File: config.mk
export PLATFORM = sky130hd
export DESIGN_NAME = dual_timer_counter
export DESIGN_NICKNAME = d
export VERILOG_FILES = /design/src/rtl/core/dtc_pkg.sv /design/src/rtl/core/dual_timer_counter.sv
export SDC_FILE = /design/constraint.sdc
export NUM_CORES = 1
export LEC_CHECK = 0
export BUFFER_PORTS_ARGS = -buffer_cell sky130_fd_sc_hd__buf_4
export CORE_MARGIN = 5
export CORE_UTILIZATION = 44
export CTS_CLUSTER_DIAMETER = 200
export DETAILED_ROUTE_END_ITERATION = 12
export GPL_TIMING_DRIVEN = 1
export PLACE_DENSITY = 0.61
export SETUP_SLACK_MARGIN = 0.1
export SYNTH_ARGS = -nofsm -noshare
export SYNTH_HDL_FRONTEND = slang
export SYNTH_SLANG_ARGS = --single-unit
File: constraint.sdc
create_clock -name clock -period 5.25 [get_ports clock]
set_input_delay 0.525 -clock clock [delete_from_list [all_inputs] [get_ports clock]]
set_output_delay 0.525 -clock clock [all_outputs]
set_load 0.1 [all_outputs]
File: src/rtl/core/dtc_pkg.sv
// ----------------------------------------------------------------------------
// Dual timer/counter package
// Shared codes, register layout and bit positions for the timer block.
// ----------------------------------------------------------------------------
package dtc_pkg;

   // transaction kinds on the request channel
   localparam logic [1:0] MODE_TICK  = 2'd0;
   localparam logic [1:0] MODE_WRITE = 2'd1;
   localparam logic [1:0] MODE_READ  = 2'd2;

   // register selects
   localparam logic [2:0] SEL_CONTROL = 3'd0;
   localparam logic [2:0] SEL_LOW0    = 3'd1;
   localparam logic [2:0] SEL_HIGH0   = 3'd2;
   localparam logic [2:0] SEL_LOW1    = 3'd3;
   localparam logic [2:0] SEL_HIGH1   = 3'd4;

   // configuration register indexes
   localparam logic CSR_TIMER_MODE    = 1'b0;
   localparam logic CSR_TIMERS_PRESENT = 1'b1;

   localparam logic [7:0] TIMER_MODE_RESET     = 8'h00;
   localparam logic [1:0] TIMERS_PRESENT_RESET = 2'b11;

   // control register bit positions
   localparam int TF1_BIT = 7;
   localparam int TR1_BIT = 6;
   localparam int TF0_BIT = 5;
   localparam int TR0_BIT = 4;

   // per-timer mode codes
   localparam logic [1:0] TMODE_13BIT  = 2'd0;
   localparam logic [1:0] TMODE_16BIT  = 2'd1;
   localparam logic [1:0] TMODE_RELOAD = 2'd2;
   localparam logic [1:0] TMODE_SPLIT  = 2'd3;

   // low five bits all set: 13-bit prescaler wraps
   localparam logic [4:0] PRESCALE_MAX = 5'h1F;

   typedef struct packed {
      logic [7:0] tl;
      logic [7:0] th;
      logic       ovf;
   } pair_type;

endpackage

File: src/rtl/core/dual_timer_counter.sv
// ----------------------------------------------------------------------------
// Dual timer/counter
// Two classic microcontroller timer/counters with 13-bit, 16-bit, auto-reload
// and split modes, plus byte access to the control and count registers.
// ----------------------------------------------------------------------------
// Usage:
//   The request channel (req_*) carries one transaction per item: a tick that
//   steps timer 0 and then timer 1, a byte write, or a byte read of the
//   control register or one of the four count bytes. Pins are sampled with
//   the tick. Each request yields exactly one response transaction (rsp_*)
//   carrying read data (zero unless a read) and the two overflow indications.
//   The csr_* port writes the mode register and the timer-enable mask; write
//   it only while no transaction is outstanding.
// Timing and throughput:
//   The state updates on the accepting edge and the response is registered
//   on that same edge. One transaction per cycle while the response side
//   does not stall.
// Reset:
//   Clears the control and count registers, the mode register, sets both
//   timers present and empties the response register.
// Stall:
//   While rsp_ready is low a held response stays put and req_ready drops, so
//   no request is taken until the response slot frees; when the receiver
//   takes the response, a new request is accepted in the same cycle.
// ----------------------------------------------------------------------------
module dual_timer_counter (
   input  logic       clock,
   input  logic       reset,
   // request channel
   input  logic       req_valid,
   output logic       req_ready,
   input  logic [1:0] req_mode,
   input  logic [2:0] req_reg_select,
   input  logic [7:0] req_write_data,
   input  logic       req_pin_int0,
   input  logic       req_pin_int1,
   input  logic       req_pin_count0,
   input  logic       req_pin_count1,
   // response channel
   output logic       rsp_valid,
   input  logic       rsp_ready,
   output logic [7:0] rsp_read_data,
   output logic       rsp_irq_timer0,
   output logic       rsp_irq_timer1,
   // configuration port
   input  logic       csr_we,
   input  logic       csr_index,
   input  logic [7:0] csr_wdata
);

   // Step one TL/TH pair in 13-bit, 16-bit or auto-reload mode.
   function automatic dtc_pkg::pair_type step_pair(input logic [1:0] m,
                                                   input logic [7:0] tl,
                                                   input logic [7:0] th);
      dtc_pkg::pair_type r;
      r.tl  = tl;
      r.th  = th;
      r.ovf = 1'b0;
      case (m)
         dtc_pkg::TMODE_13BIT: begin
            if (tl[4:0] == dtc_pkg::PRESCALE_MAX) begin
               r.tl  = 8'h00;
               r.ovf = (th == 8'hFF);
               r.th  = th + 8'd1;
            end else begin
               r.tl = tl + 8'd1;
            end
         end
         dtc_pkg::TMODE_16BIT: begin
            if (tl == 8'hFF) begin
               r.ovf = (th == 8'hFF);
               r.th  = th + 8'd1;
            end
            r.tl = tl + 8'd1;
         end
         dtc_pkg::TMODE_RELOAD: begin
            if (tl == 8'hFF) begin
               r.tl  = th;
               r.ovf = 1'b1;
            end else begin
               r.tl = tl + 8'd1;
            end
         end
         default: begin
            // split mode is handled outside this helper
         end
      endcase
      return r;
   endfunction

   // configuration
   logic [7:0] tmod_ff;
   logic [1:0] present_ff;

   // architectural state
   logic [7:0] control_ff, control_in;
   logic [7:0] low0_ff, low0_in;
   logic [7:0] high0_ff, high0_in;
   logic [7:0] low1_ff, low1_in;
   logic [7:0] high1_ff, high1_in;

   // response register
   logic       rsp_valid_ff;
   logic [7:0] rsp_data_ff, rsp_data_in;
   logic       rsp_irq0_ff, rsp_irq0_in;
   logic       rsp_irq1_ff, rsp_irq1_in;

   logic req_fire;

   // Take a new request whenever the response slot is empty or draining.
   assign req_ready = !rsp_valid_ff || rsp_ready;
   assign req_fire  = req_valid && req_ready;

   // Decode the mode register fields.
   logic [1:0] m0, m1;
   logic       ct0, gate0, ct1, gate1, split;
   logic       run0, run1_qual;
   dtc_pkg::pair_type pair0, pair1;

   assign m0    = tmod_ff[1:0];
   assign ct0   = tmod_ff[2];
   assign gate0 = tmod_ff[3];
   assign m1    = tmod_ff[5:4];
   assign ct1   = tmod_ff[6];
   assign gate1 = tmod_ff[7];
   assign split = (m0 == dtc_pkg::TMODE_SPLIT);

   // A timer runs when enabled, not gated off, and not a counter with pin low.
   assign run0 = control_ff[dtc_pkg::TR0_BIT] && !(gate0 && !req_pin_int0)
               && !(ct0 && !req_pin_count0);
   assign run1_qual = control_ff[dtc_pkg::TR1_BIT] && !(gate1 && !req_pin_int1)
                    && !(ct1 && !req_pin_count1);

   assign pair0 = step_pair(m0, low0_ff, high0_ff);
   assign pair1 = step_pair(m1, low1_ff, high1_ff);

   always_comb begin
      control_in  = control_ff;
      low0_in     = low0_ff;
      high0_in    = high0_ff;
      low1_in     = low1_ff;
      high1_in    = high1_ff;
      rsp_data_in = 8'h00;
      rsp_irq0_in = 1'b0;
      rsp_irq1_in = 1'b0;
      case (req_mode)
         dtc_pkg::MODE_TICK: begin
            // timer 0 (TL0 alone in split mode)
            if (present_ff[0] && run0) begin
               if (split) begin
                  rsp_irq0_in = (low0_ff == 8'hFF);
                  low0_in     = low0_ff + 8'd1;
               end else begin
                  rsp_irq0_in = pair0.ovf;
                  low0_in     = pair0.tl;
                  high0_in    = pair0.th;
               end
            end
            if (present_ff[1]) begin
               // timer 1 runs free and flagless while timer 0 is split; it halts in split mode
               if ((split || run1_qual) && m1 != dtc_pkg::TMODE_SPLIT) begin
                  low1_in  = pair1.tl;
                  high1_in = pair1.th;
                  if (pair1.ovf && !split) begin
                     rsp_irq1_in = 1'b1;
                  end
               end
               // split TH0 borrows TR1 and TF1; TH0 is untouched by timer 0 here
               if (split && control_ff[dtc_pkg::TR1_BIT]) begin
                  if (high0_ff == 8'hFF) begin
                     rsp_irq1_in = 1'b1;
                  end
                  high0_in = high0_ff + 8'd1;
               end
            end
            // overflow ORs the sticky flags
            if (rsp_irq0_in) begin
               control_in[dtc_pkg::TF0_BIT] = 1'b1;
            end
            if (rsp_irq1_in) begin
               control_in[dtc_pkg::TF1_BIT] = 1'b1;
            end
         end
         dtc_pkg::MODE_WRITE: begin
            case (req_reg_select)
               dtc_pkg::SEL_CONTROL: control_in = req_write_data;
               dtc_pkg::SEL_LOW0:    low0_in    = req_write_data;
               dtc_pkg::SEL_HIGH0:   high0_in   = req_write_data;
               dtc_pkg::SEL_LOW1:    low1_in    = req_write_data;
               dtc_pkg::SEL_HIGH1:   high1_in   = req_write_data;
               default: begin
                  // unused select: drop the write
               end
            endcase
         end
         dtc_pkg::MODE_READ: begin
            case (req_reg_select)
               dtc_pkg::SEL_CONTROL: rsp_data_in = control_ff;
               dtc_pkg::SEL_LOW0:    rsp_data_in = low0_ff;
               dtc_pkg::SEL_HIGH0:   rsp_data_in = high0_ff;
               dtc_pkg::SEL_LOW1:    rsp_data_in = low1_ff;
               dtc_pkg::SEL_HIGH1:   rsp_data_in = high1_ff;
               default:              rsp_data_in = 8'h00;
            endcase
         end
         default: begin
            // unused kind: no effect, all-zero response
         end
      endcase
   end

   // Configuration registers.
   always_ff @(posedge clock) begin
      if (reset) begin
         tmod_ff    <= dtc_pkg::TIMER_MODE_RESET;
         present_ff <= dtc_pkg::TIMERS_PRESENT_RESET;
      end else if (csr_we) begin
         case (csr_index)
            dtc_pkg::CSR_TIMER_MODE:     tmod_ff    <= csr_wdata;
            dtc_pkg::CSR_TIMERS_PRESENT: present_ff <= csr_wdata[1:0];
            default: begin
            end
         endcase
      end
   end

   // Architectural state advances on each accepted request.
   always_ff @(posedge clock) begin
      if (reset) begin
         control_ff <= 8'h00;
         low0_ff    <= 8'h00;
         high0_ff   <= 8'h00;
         low1_ff    <= 8'h00;
         high1_ff   <= 8'h00;
      end else if (req_fire) begin
         control_ff <= control_in;
         low0_ff    <= low0_in;
         high0_ff   <= high0_in;
         low1_ff    <= low1_in;
         high1_ff   <= high1_in;
      end
   end

   // Response slot: load on accept, hold while the receiver stalls.
   always_ff @(posedge clock) begin
      if (reset) begin
         rsp_valid_ff <= 1'b0;
      end else if (req_fire) begin
         rsp_valid_ff <= 1'b1;
      end else if (rsp_ready) begin
         rsp_valid_ff <= 1'b0;
      end
   end

   always_ff @(posedge clock) begin
      if (req_fire) begin
         rsp_data_ff <= rsp_data_in;
         rsp_irq0_ff <= rsp_irq0_in;
         rsp_irq1_ff <= rsp_irq1_in;
      end
   end

   assign rsp_valid      = rsp_valid_ff;
   assign rsp_read_data  = rsp_data_ff;
   assign rsp_irq_timer0 = rsp_irq0_ff;
   assign rsp_irq_timer1 = rsp_irq1_ff;

   // ------------------------------------------------------------------------
   // Assertions
   // ------------------------------------------------------------------------
   a_no_irq_off_tick: assert property (@(posedge clock) disable iff (reset)
      (req_fire && req_mode != dtc_pkg::MODE_TICK)
         |=> (!rsp_irq_timer0 && !rsp_irq_timer1))
      else $error("overflow reported on a non-tick transaction");

   a_no_data_off_read: assert property (@(posedge clock) disable iff (reset)
      (req_fire && req_mode != dtc_pkg::MODE_READ) |=> (rsp_read_data == 8'h00))
      else $error("read data nonzero on a non-read transaction");

   a_irq0_sets_tf0: assert property (@(posedge clock) disable iff (reset)
      req_fire |=> (!rsp_irq_timer0 || control_ff[dtc_pkg::TF0_BIT]))
      else $error("timer 0 overflow without TF0 set");

   a_irq1_sets_tf1: assert property (@(posedge clock) disable iff (reset)
      req_fire |=> (!rsp_irq_timer1 || control_ff[dtc_pkg::TF1_BIT]))
      else $error("timer 1 overflow without TF1 set");

   a_tf0_sticky_on_tick: assert property (@(posedge clock) disable iff (reset)
      (req_fire && req_mode == dtc_pkg::MODE_TICK && control_ff[dtc_pkg::TF0_BIT])
         |=> control_ff[dtc_pkg::TF0_BIT])
      else $error("TF0 cleared by a tick");

endmodule

==> results of run 1 <==
[kinds of logic (layout without fill, tap and decap cells)]
kind of cell               after synthesis  in the layout
DFF                                     61             61
buffers and inverters                   51             84
adders and majority gates               14             14
muxes                                   22             22
and+or+nand+nor                        198            198
AOI/OAI and AO/OA                      167            167
xor gates and xnor gates                 6              6
[worst max path at each step]
stage                                 start             to  slack (ps)  cells after the start
final                            low0_ff[0]    high0_ff[7]        2460                      9
after global routing             low0_ff[0]    high0_ff[7]        2220                      9
after CTS                        low0_ff[0]    high0_ff[7]        2530                      9
after detailed placement         low0_ff[0]     low0_ff[5]        2580                      9
after global placement    req_reg_select[1]    high0_ff[2]        2590                      6
after floorplan                   rsp_valid  control_ff[5]        2370                      5
[placed cells by master (no fill, tap or decap), drive strengths merged, types with 12 or more instances in the layout]
cell / count
nand2: 49
nand3: 23
inv: 22
nand2b: 16
mux2i: 19
ha: 14
nor2: 46
nand4: 12
o21ai: 29
dfxtp: 51
buf: 46
a21oi: 21
[worst max-delay path: stages (launching register included)]
cell and delay, ps:
sky130_fd_sc_hd__dfxtp_1 490, sky130_fd_sc_hd__ha_1 260, sky130_fd_sc_hd__nand3_1 280, sky130_fd_sc_hd__inv_1 140, sky130_fd_sc_hd__ha_1 210, sky130_fd_sc_hd__nand2_1 110, sky130_fd_sc_hd__o21a_1 130, sky130_fd_sc_hd__o21ai_0 570
sky130_fd_sc_hd__a41oi_1 210, sky130_fd_sc_hd__a311oi_1 290
[sequential cells by signal (all words and copies together) (netlist names)]
name            count
rsp_irq_timer0      1
low0_ff             8
control_ff          8
tmod_ff             8
present_ff          2
low1_ff             8
rsp_valid           1
rsp_irq_timer1      1
high1_ff            8
rsp_read_data       8
high0_ff            8
[cell usage after synthesis (all sizes together) (5+ instances only)]
library cell  number
o211ai            10
ha                14
nor3              11
nand2b            16
nand2             49
a32o               8
nand3             23
a311oi             6
nand4             12
a221oi            10
or3                7
o21ai             29
a21o               9
clkbuf            20
a21oi             21
nor2b              9
and3               7
a22oi              5
o32ai              7
edfxtp            10
dfxtp             51
a221o              6
nor2              46
mux2i             19
a211oi             9
o31ai              9
a31oi              7
inv               22
a21boi             5
buf                9
[layer usage]
| metal | GRT usage, % | vias up |
|---|---|---|
| met5 | 0 | - |
| met4 | 9.29 | 0 |
| met3 | 4.72 | 32 |
| met2 | 40.1 | 262 |
| met1 | 33.4 | 2085 |
| li1 | - | 2041 |
[power groups by stage]
| stage | Combinational, uW | Sequential [uW] | Clock (uW) |
|---|---|---|---|
| CTS | 167 | 493 | 385 |
| floorplan | 84.8 | 529 | 0 |
| global placement | 165 | 503 | 0 |
| detailed placement | 167 | 504 | 0 |
| finish | 169 | 493 | 379 |
| global route | 179 | 494 | 403 |
[per-stage QoR]
| step | hold slack [ps] | worst slack, ps | instances | util [%] | power [uW] |
|---|---|---|---|---|---|
| 2_1_floorplan | 440 | 2370 | 519 | - | 613 |
| 3_3_place_gp | 457 | 2590 | 665 | 49.5 | 668 |
| 3_5_place_dp | 467 | 2580 | 665 | 49.5 | 670 |
| 4_1_cts | 399 | 2530 | 681 | 51.3 | 1040 |
| 5_1_grt | 399 | 2220 | 681 | 51.3 | 1080 |
| 6_report | 406 | 2460 | 681 | 51.3 | 1040 |
[area by class of cell]
cell class              count  area [sq um]  share of cell area, %
clock buffers              10           128                   2.67
clock inverters             6          40.0                  0.836
inverters                  22          82.6                   1.73
multi-input cells         407          2710                   56.6
flip-flops and latches     61          1320                   27.6
well taps                 129           161                   3.37
repair buffers             46           345                   7.21
==> flow_summary_export.csv, run 1 <==
group,metric,value,unit
outcome,outcome,"finished clean",
setup_path,critical_path.endpoint_type,"register",
clock_tree,cts_tree,"yes",
floorplan,io_pins,43,
power,cellLeakagePower,0.00180,uW
setup_path,critical_path_peak_fanout,10,
clock_tree,clock_insertion_delay_worst_skew,350,ps
timing,final.min_clock_period,2790,ps
run,cap_violations,0,
clock_tree,maximum_clock_insertion_buffer_count,2,
timing,timing.final.max_slew_violations,0,
synth,synth_compound_area_share,29.3,%
synth,yosys.area_share.xor_xnor,1.24,%
grt,grt.overflow.total,0,
clock_tree,cts.sinks,61,
floorplan,fp.dieW,108,um
setup_path,cp.arrival,3050,ps
place,hpwl,10900,um
grt,grt_first_pass_wirelength,22500,um
setup_path,reg2reg_setup_slack,2460,ps
timing,setup_tns,0,ps
worst_hold_path,hold_path.class,"in -> reg",
route,dr_wl_met3,1380,um
power,total_switching_power,332,uW
clock_tree,post-cts-setup-buffers,0,
power,cell_internal_pwr,709,uW
setup_path,cp_data_required_time,5510,ps
synth,syn_nets,564,
floorplan,rows,35,
synth,synth_enable_flop_cells,10,
power,power_per_cell_area,217,nW/um^2
grt,global_route.usage.total,25.0,%
synth,ys_seq_elements,61,
clock_tree,ctsResizeCount,0,
route,routedLengthMet1,6150,um
final_layout,fill_cells,939,
floorplan,start_util,45.5,%
grt,grt_max_degree,41,
synth,library_cell_occupying_the_most_area_in_the_post_synthesis_netlist,"sky130_fd_sc_hd__dfxtp_1",
place,placed_area,4620,sq um
timing,grt_setup_unrepaired,"no",
synth,syn_area,4240,sq um
synth,synth_async_sr_flop_share,0,%
route,drt_wl_total,14500,um
floorplan,die_h,108,um
place,routability_congestion_estimate_from_global_placement,0.973,
synth,yosysUniqueCellTypes,69,
synth,synth_largest_type_area_fraction,24.1,%
grt,grt_antenna_before_repair,0,
power,clock_power_share,36.4,%
route,top_signal_layer_used,"met4",
synth,ys_top_cells_by_area,"sky130_fd_sc_hd__dfxtp_1 (24%), sky130_fd_sc_hd__edfxtp_1 (7.1%), sky130_fd_sc_hd__mux2i_1 (4.5%)",
synth,synth.yosys.seq_area_share,31.1,%
clock_tree,clock_tree.root_cell,"sky130_fd_sc_hd__clkbuf_8",
floorplan,placeableCoreArea,9330,sq um
setup_path,critical_path_class,"reg -> reg",
timing,layout_worst_path_cycle_share,53.2,%
power,relative_contribution_of_sequential_cells_to_total_power,47.4,%
synth,yosys_warnings,0,
timing,fmax,358,MHz
clock_tree,cts_inserted_buffers,9,
final_layout,final_nets,592,
power,ir_drop,0.000135,V
clock_tree,cts.clk_slew.worst_paths,80,ps
final_layout,drive_gt1_share,13.6,%
route,route.detailed.vias_per_inst,6.49,
synth,post_syn_area_per_cell,8.18,sq um
grt,via_count_of_the_first_global_routing_pass,4014,
route,post-route-drc-count,0,
timing,timing.slew.headroom,31.9,%
route,dr_wl_met2,6470,um
synth,ys_dominant_reg_cell,"sky130_fd_sc_hd__dfxtp_1",
synth,synth_top_family_by_area,"compound AO/OA/AOI/OAI gates",
setup_path,critPathLaunchType,"register",
power,power_frac_comb,16.2,%
clock_tree,postCtsHoldBufs,0,
synth,post_synthesis_cells,519,
setup_path,timing.rr.start,"low0_ff[0]",
timing,final_hold_viol_count,0,
route,firstDrtPassIters,5,
route,antenna_viol_nets_final,0,
route,vias_after_detailed_routing,4420,
worst_hold_path,timing.hold.worst_endpoint,"tmod_ff[4]",
timing,worstMarginPinSlew,1010,ps
setup_path,rr_worst_depth,9,
synth,synth_adder_area_share,4.13,%
setup_path,reg2reg_to,"high0_ff[7]",
timing,finalSetupViolCount,0,
route,initial_drc_count,451,
final_layout,synthToLayoutAreaGrowth,12.8,%
worst_hold_path,hp-start,"csr_wdata[4]",
clock_tree,ctsHtreeMaxLevel,3,
timing,fin_worst_skew,7.94,ps
power,swShare,31.9,%
final_layout,final_cell_area,4790,sq um
synth,synthMuxAreaShare,5.54,%
final_layout,n_antenna_cell,0,
place,portBuffers,42,
floorplan,design.die.area,11700,sq um
route,routed_wire_length_per_instance,21.2,um
worst_hold_path,whs_path_depth,3,
synth,post_synth_and_or_nand_nor_area_fraction,23.5,%
Note: power is estimated with default switching activity, not from simulation.
==> run 2: changes to the inputs <==
==> constraint.sdc (replaced) <==
create_clock -name clock -period 2.6 [get_ports clock]
set_input_delay 0.26 -clock clock [delete_from_list [all_inputs] [get_ports clock]]
set_output_delay 0.26 -clock clock [all_outputs]
set_load 0.1 [all_outputs]
==> run 2 against run 1 <==
Sequential cell count stayed put. Sequential power up 100%. Non-clock buffer count is 18 higher. Critical endpoint is now rsp_irq_timer0. Largest cell class unchanged.
==> flow_summary_export.csv, run 2 (synthesis results as in run 1) <==
group,metric,value,unit
clock_tree,cts_inserted_buffers,9,
floorplan,design.die.area,11700,sq um
setup_path,critical_path_class,"reg -> reg",
final_layout,final_common_cell,"sky130_fd_sc_hd__buf_4",
clock_tree,cts.sinks,61,
final_layout,n_antenna_cell,0,
grt,busiest_layer,"met2",
clock_tree,ctsHtreeMaxLevel,3,
route,vias_after_detailed_routing,4498,
setup_path,cp_data_required_time,2680,ps
clock_tree,maximum_clock_insertion_buffer_count,2,
place,routability_congestion_estimate_from_global_placement,0.947,
timing,worstMarginPinSlew,756,ps
floorplan,die_h,108,um
final_layout,final_nets,610,
place,hpwl,11000,um
power,ir_drop,0.000261,V
setup_path,critical_path_peak_fanout,8,
grt,grt_max_degree,41,
power,fin_total_pwr,2230,uW
outcome,outcome,"finished clean",
route,routed_wire_length_per_instance,20.8,um
final_layout,highest_count_cells_in_the_layout_ignoring_fill_and_taps,"sky130_fd_sc_hd__buf_4 (64), sky130_fd_sc_hd__dfxtp_1 (50), sky130_fd_sc_hd__nand2_1 (49)",
clock_tree,post-cts-setup-buffers,0,
timing,fmax,417,MHz
final_layout,synthToLayoutAreaGrowth,17.2,%
timing,layout_worst_path_cycle_share,92.1,%
setup_path,critical_path.endpoint_type,"register",
setup_path,cp.arrival,2480,ps
clock_tree,cts_tree,"yes",
grt,grt_antenna_before_repair,0,
clock_tree,clock_insertion_delay_worst_skew,360,ps
timing,grt_setup_unrepaired,"no",
place,placed_area,4760,sq um
floorplan,placeableCoreArea,9330,sq um
timing,fin_worst_skew,9.72,ps
power,cellLeakagePower,0.00190,uW
grt,grt.overflow.total,0,
grt,grt_first_pass_wirelength,23100,um
route,initial_drc_count,443,
grt,global_routing_met3_resource_utilization,5.73,%
setup_path,critPathLaunchType,"register",
grt,global_route.usage.total,25.4,%
timing,timing.final.max_slew_violations,0,
grt,via_count_of_the_first_global_routing_pass,4134,
place,place_inst,683,
power,power_per_cell_area,449,nW/um^2
floorplan,io_pins,43,
floorplan,rows,35,
worst_hold_path,hold_path.class,"in -> reg",
route,firstDrtPassIters,7,
timing,final_hold_viol_count,0,
clock_tree,ctsResizeCount,0,
route,post-route-drc-count,0,
final_layout,drive_gt1_share,17.2,%
grt,grtUsageMet2,39.0,%
floorplan,fp.dieW,108,um
run,cap_violations,0,
timing,finalSetupViolCount,0,
timing,timing.slew.headroom,49.4,%
final_layout,final_cells,699,
timing,setup_tns,0,ps
clock_tree,clock_tree.root_cell,"sky130_fd_sc_hd__clkbuf_8",
floorplan,start_util,45.5,%
route,route.detailed.vias_per_inst,6.43,
route,drt_wl_total,14500,um
grt,grt_util_met1,35.2,%
final_layout,final_cell_area,4980,sq um
timing,final.min_clock_period,2400,ps
clock_tree,cts.clk_slew.worst_paths,80,ps
route,antenna_viol_nets_final,0,
clock_tree,postCtsHoldBufs,0,
final_layout,fill_cells,918,
place,portBuffers,42,
## run 2: changes by cell type in the layout (fill, tap and decap cells not counted), sizes merged
cell | previous run | this run
buf | 46 | 64
bufinv | 0 | 1
clkbuf | 10 | 9
clkinv | 5 | 4
inv | 22 | 23
## run 2: path summary, 6_finish.rpt
kind / start / endpoint / slack [ps] / depth (start not counted)
min reg2reg: present_ff[0] / present_ff[0] / 480 / 2
max: low0_ff[0] / rsp_irq_timer0 / 200 / 8
min: csr_wdata[5] / tmod_ff[5] / 130 / 3
max reg2reg: low0_ff[0] / rsp_irq_timer0 / 200 / 8
## run 2: layer usage
metal / share of wire [%] / wire (um)
met1: 43 / 6230
met2: 44 / 6440
met3: 9.5 / 1380
met4: 3.3 / 473
met5: 0 / 0
## run 2: worst max-delay path, stage by stage, from the launching register on
cell                        delay [ps]
sky130_fd_sc_hd__dfxtp_1           470
sky130_fd_sc_hd__ha_1              250
sky130_fd_sc_hd__nand3_1           110
sky130_fd_sc_hd__inv_1              80
sky130_fd_sc_hd__ha_1              180
sky130_fd_sc_hd__nand2_1           110
sky130_fd_sc_hd__o22a_1            250
sky130_fd_sc_hd__nand2b_1          150
sky130_fd_sc_hd__a2111oi_1         530
## run 2: final cells by class
cell class	instances	area [sq um]	area share (%)
timing repair buffer	64	480	9.66
sequential	61	1330	26.6
clock inverter	7	73.8	1.48
clock buffer	9	124	2.49
tap	129	161	3.24
multi-input combinational	407	2730	54.8
inverter	22	86.3	1.73
## run 2: per-stage QoR
step / utilization, % / worst slack (ps) / hold WS, ps
after floorplan: - / 202 / 399
after global placement: 51.1 / 248 / 455
after detailed placement: 51.1 / 175 / 469
after CTS: 53.2 / 152 / 130
after global routing: 53.3 / 109 / 134
final: 53.3 / 205 / 133
## run 2: power by group
part           switching (uW)  total [uW]  internal [uW]  leakage (uW)
sequential               16.4         994            978      0.000515
combinational             236         356            119       0.00128
clock                     435         883            448      0.000102
total                     688        2230           1540       0.00190
==> run 3: changes to the inputs <==
--- a/config.mk
+++ b/config.mk
@@ -5,6 +5,7 @@
 export SDC_FILE = /design/constraint.sdc
 export NUM_CORES = 1
 export LEC_CHECK = 0
+export ABC_AREA = 1
 export BUFFER_PORTS_ARGS = -buffer_cell sky130_fd_sc_hd__buf_4
 export CORE_MARGIN = 5
 export CORE_UTILIZATION = 44
@@ -12,7 +13,6 @@
 export DETAILED_ROUTE_END_ITERATION = 12
 export GPL_TIMING_DRIVEN = 1
 export PLACE_DENSITY = 0.61
-export SETUP_SLACK_MARGIN = 0.1
 export SYNTH_ARGS = -nofsm -noshare
 export SYNTH_HDL_FRONTEND = slang
 export SYNTH_SLANG_ARGS = --single-unit
==> run 3 against run 2 <==
Combinational power grew 18%. Sequential share of layout area grew 0.76 points. Hold slack lost 56 ps. Synthesized cell count grew 24%. Cell count grew 17%. Sequential cell count is the same. Non-clock buffer count shrank 20. Via count grew 0.36%. Critical path type unchanged.
==> flow_summary_export.csv, run 3 <==
group,metric,value,unit
outcome,outcome,"finished clean",
final_layout,seq_area,1320,sq um
grt,grt_antenna_before_repair,0,
synth,yosys_warnings,0,
final_layout,final_cell_area,4830,sq um
power,total_switching_power,729,uW
setup_path,critical_path.endpoint_type,"register",
synth,library_cell_occupying_the_most_area_in_the_post_synthesis_netlist,"sky130_fd_sc_hd__dfxtp_1",
clock_tree,cts_inserted_buffers,9,
grt,global_routing_met3_resource_utilization,4.08,%
route,vias_after_detailed_routing,4514,
synth,syn_nets,687,
power,swShare,30.5,%
place,routability_congestion_estimate_from_global_placement,0.956,
timing,setup_tns,0,ps
final_layout,final_common_cell,"sky130_fd_sc_hd__nand2_1",
power,ir_drop,0.000264,V
grt,grtUsageMet2,36.2,%
route,post-route-drc-count,0,
clock_tree,cts_tree,"yes",
clock_tree,postCtsHoldBufs,0,
place,portBuffers,42,
synth,synth_largest_type_area_fraction,24.3,%
final_layout,fill_cells,1004,
timing,fmax,450,MHz
timing,final_hold_viol_count,0,
final_layout,final_nets,728,
power,cellLeakagePower,0.00217,uW
power,power_per_cell_area,494,nW/um^2
grt,grt_max_degree,38,
setup_path,critPathLaunchType,"register",
synth,ys_top_cells_by_area,"sky130_fd_sc_hd__dfxtp_1 (24%), sky130_fd_sc_hd__nand2_1 (12%), sky130_fd_sc_hd__nor2_1 (8.7%)",
setup_path,cp_data_required_time,2830,ps
clock_tree,ctsResizeCount,0,
setup_path,critical_path.slowest_cell,"sky130_fd_sc_hd__dfxtp_1",
grt,grt_util_met1,33.0,%
synth,synth_async_sr_flop_share,0,%
worst_hold_path,hold_path.class,"in -> reg",
floorplan,io_pins,43,
power,cell_internal_pwr,1660,uW
synth,synth_enable_flop_cells,10,
floorplan,design.die.area,11600,sq um
timing,fin_worst_skew,12.7,ps
setup_path,crit_path_cell_trace,"ha_1 -> nand2_2 -> nor2_4 -> ha_1 -> nor2_1 -> a21oi_1 -> nand2_1 -> nand2_1 -> nand3_1 -> nand3_1 -> a21oi_1",
setup_path,cp_slowest_stage_delay,540,ps
timing,final.min_clock_period,2220,ps
run,cap_violations,0,
clock_tree,cts.sinks,61,
synth,yosysUniqueCellTypes,41,
final_layout,n_antenna_cell,0,
synth,yosys.area_share.xor_xnor,2.92,%
setup_path,critical_path_peak_fanout,8,
route,route.detailed.vias_per_inst,5.53,
grt,busiest_layer,"met2",
timing,finalSetupViolCount,0,
place,placed_area,4620,sq um
synth,synth.yosys.seq_area_share,31.5,%
floorplan,placeableCoreArea,9280,sq um
final_layout,drive_gt1_share,14.2,%
floorplan,fp.dieW,108,um
route,initial_drc_count,407,
floorplan,rows,35,
clock_tree,post-cts-setup-buffers,0,
place,hpwl,10200,um
power,clock_power_share,38.5,%
clock_tree,maximum_clock_insertion_buffer_count,2,
grt,global_route.usage.total,23.6,%
clock_tree,clock_tree.root_cell,"sky130_fd_sc_hd__clkbuf_8",
timing,grt_setup_unrepaired,"no",
synth,synth_commonest_cells,"sky130_fd_sc_hd__nand2_1 (137), sky130_fd_sc_hd__nor2_1 (97), sky130_fd_sc_hd__inv_1 (76)",
grt,grt_first_pass_wirelength,21500,um
timing,timing.slew.headroom,63.7,%
clock_tree,ctsHtreeMaxLevel,3,
synth,synth_top_family_by_area,"simple AND/OR/NAND/NOR gates",
synth,post_synthesis_cells,642,
power,power_frac_comb,17.6,%
final_layout,multiInputGateArea,2490,sq um
floorplan,die_h,108,um
route,antenna_viol_nets_final,0,
synth,post_synth_and_or_nand_nor_area_fraction,33.0,%
synth,synth_compound_area_share,19.2,%
final_layout,synthToLayoutAreaGrowth,15.0,%
synth,syn_area,4200,sq um
power,relative_contribution_of_sequential_cells_to_total_power,43.9,%
timing,layout_worst_path_cycle_share,85.5,%
clock_tree,clock_insertion_delay_worst_skew,340,ps
synth,ys_dominant_reg_cell,"sky130_fd_sc_hd__dfxtp_1",
synth,yosys.cell_count.top_type,"sky130_fd_sc_hd__nand2_1",
synth,post_syn_area_per_cell,6.54,sq um
floorplan,start_util,45.2,%
clock_tree,cts.clk_slew.worst_paths,70,ps
grt,grt.overflow.total,0,
route,firstDrtPassIters,5,
synth,ys_seq_elements,61,
setup_path,critical_path_class,"reg -> reg",
route,routed_wire_length_per_instance,16.3,um
synth,synth_adder_area_share,4.17,%
route,drt_wl_total,13300,um
timing,hold_slack,77.0,ps
timing,worstMarginPinSlew,544,ps
synth,synthMuxAreaShare,0,%
setup_path,cp.arrival,2450,ps
grt,via_count_of_the_first_global_routing_pass,4194,
final_layout,highest_count_cells_in_the_layout_ignoring_fill_and_taps,"sky130_fd_sc_hd__nand2_1 (137), sky130_fd_sc_hd__nor2_1 (97), sky130_fd_sc_hd__inv_1 (76)",
timing,timing.final.max_slew_violations,0,
run 3: cell type report:
type	count	share of cell area, %
clock buffer	10	2.64
clock inverter	6	1.61
inverter	85	6.63
multi-input combinational	482	51.5
sequential	61	27.4
tap	129	3.34
timing repair buffer	44	6.84
run 3: worst paths after layout:
path / start / endpoint / slack (ps) / depth (start not counted)
min reg2reg: tmod_ff[7] / tmod_ff[7] / 480 / 2
max reg2reg: low0_ff[0] / high0_ff[6] / 380 / 11
max: low0_ff[0] / high0_ff[6] / 380 / 11
min: reset / rsp_valid / 80 / 2
run 3: cell families after synthesis:
group / count (synthesis)
AND/OR/NAND/NOR: 310
AO/OA/AOI/OAI: 144
buffers and inverters: 99
flip-flops: 61
XOR/XNOR: 14
adder cells (fa/ha/maj): 14
run 3: routing by layer:
metal / vias up / share of wire (%)
met2: 181 / 44
met3: 32 / 6.3
met5: - / 0
li1: 2187 / -
met1: 2114 / 47
met4: 0 / 2.9
run 3: metrics by stage:
stage | util (%) | instances | total power [uW] | setup slack, ps
after floorplan | - | 642 | 1340 | 394
after global placement | 49.8 | 801 | 1480 | 482
after detailed placement | 49.8 | 801 | 1480 | 446
after CTS | 52.0 | 817 | 2380 | 459
after global routing | 52.0 | 817 | 2480 | 238
final | 52.0 | 817 | 2390 | 378
run 3: power by group through the flow:
stage	combinational [uW]	clock (uW)	sequential (uW)
floorplan	230	0	1110
global placement	412	0	1070
detailed placement	414	0	1070
CTS	416	920	1050
global route	461	971	1050
finish	421	918	1050
run 3: worst max-delay path, delay by kind of cell (launching register included):
kind | cells | cell delay, ps
DFF | 1 | 540
and+or+nand+nor | 7 | 790
adders and majority gates | 2 | 510
AOI/OAI and AO/OA | 2 | 280
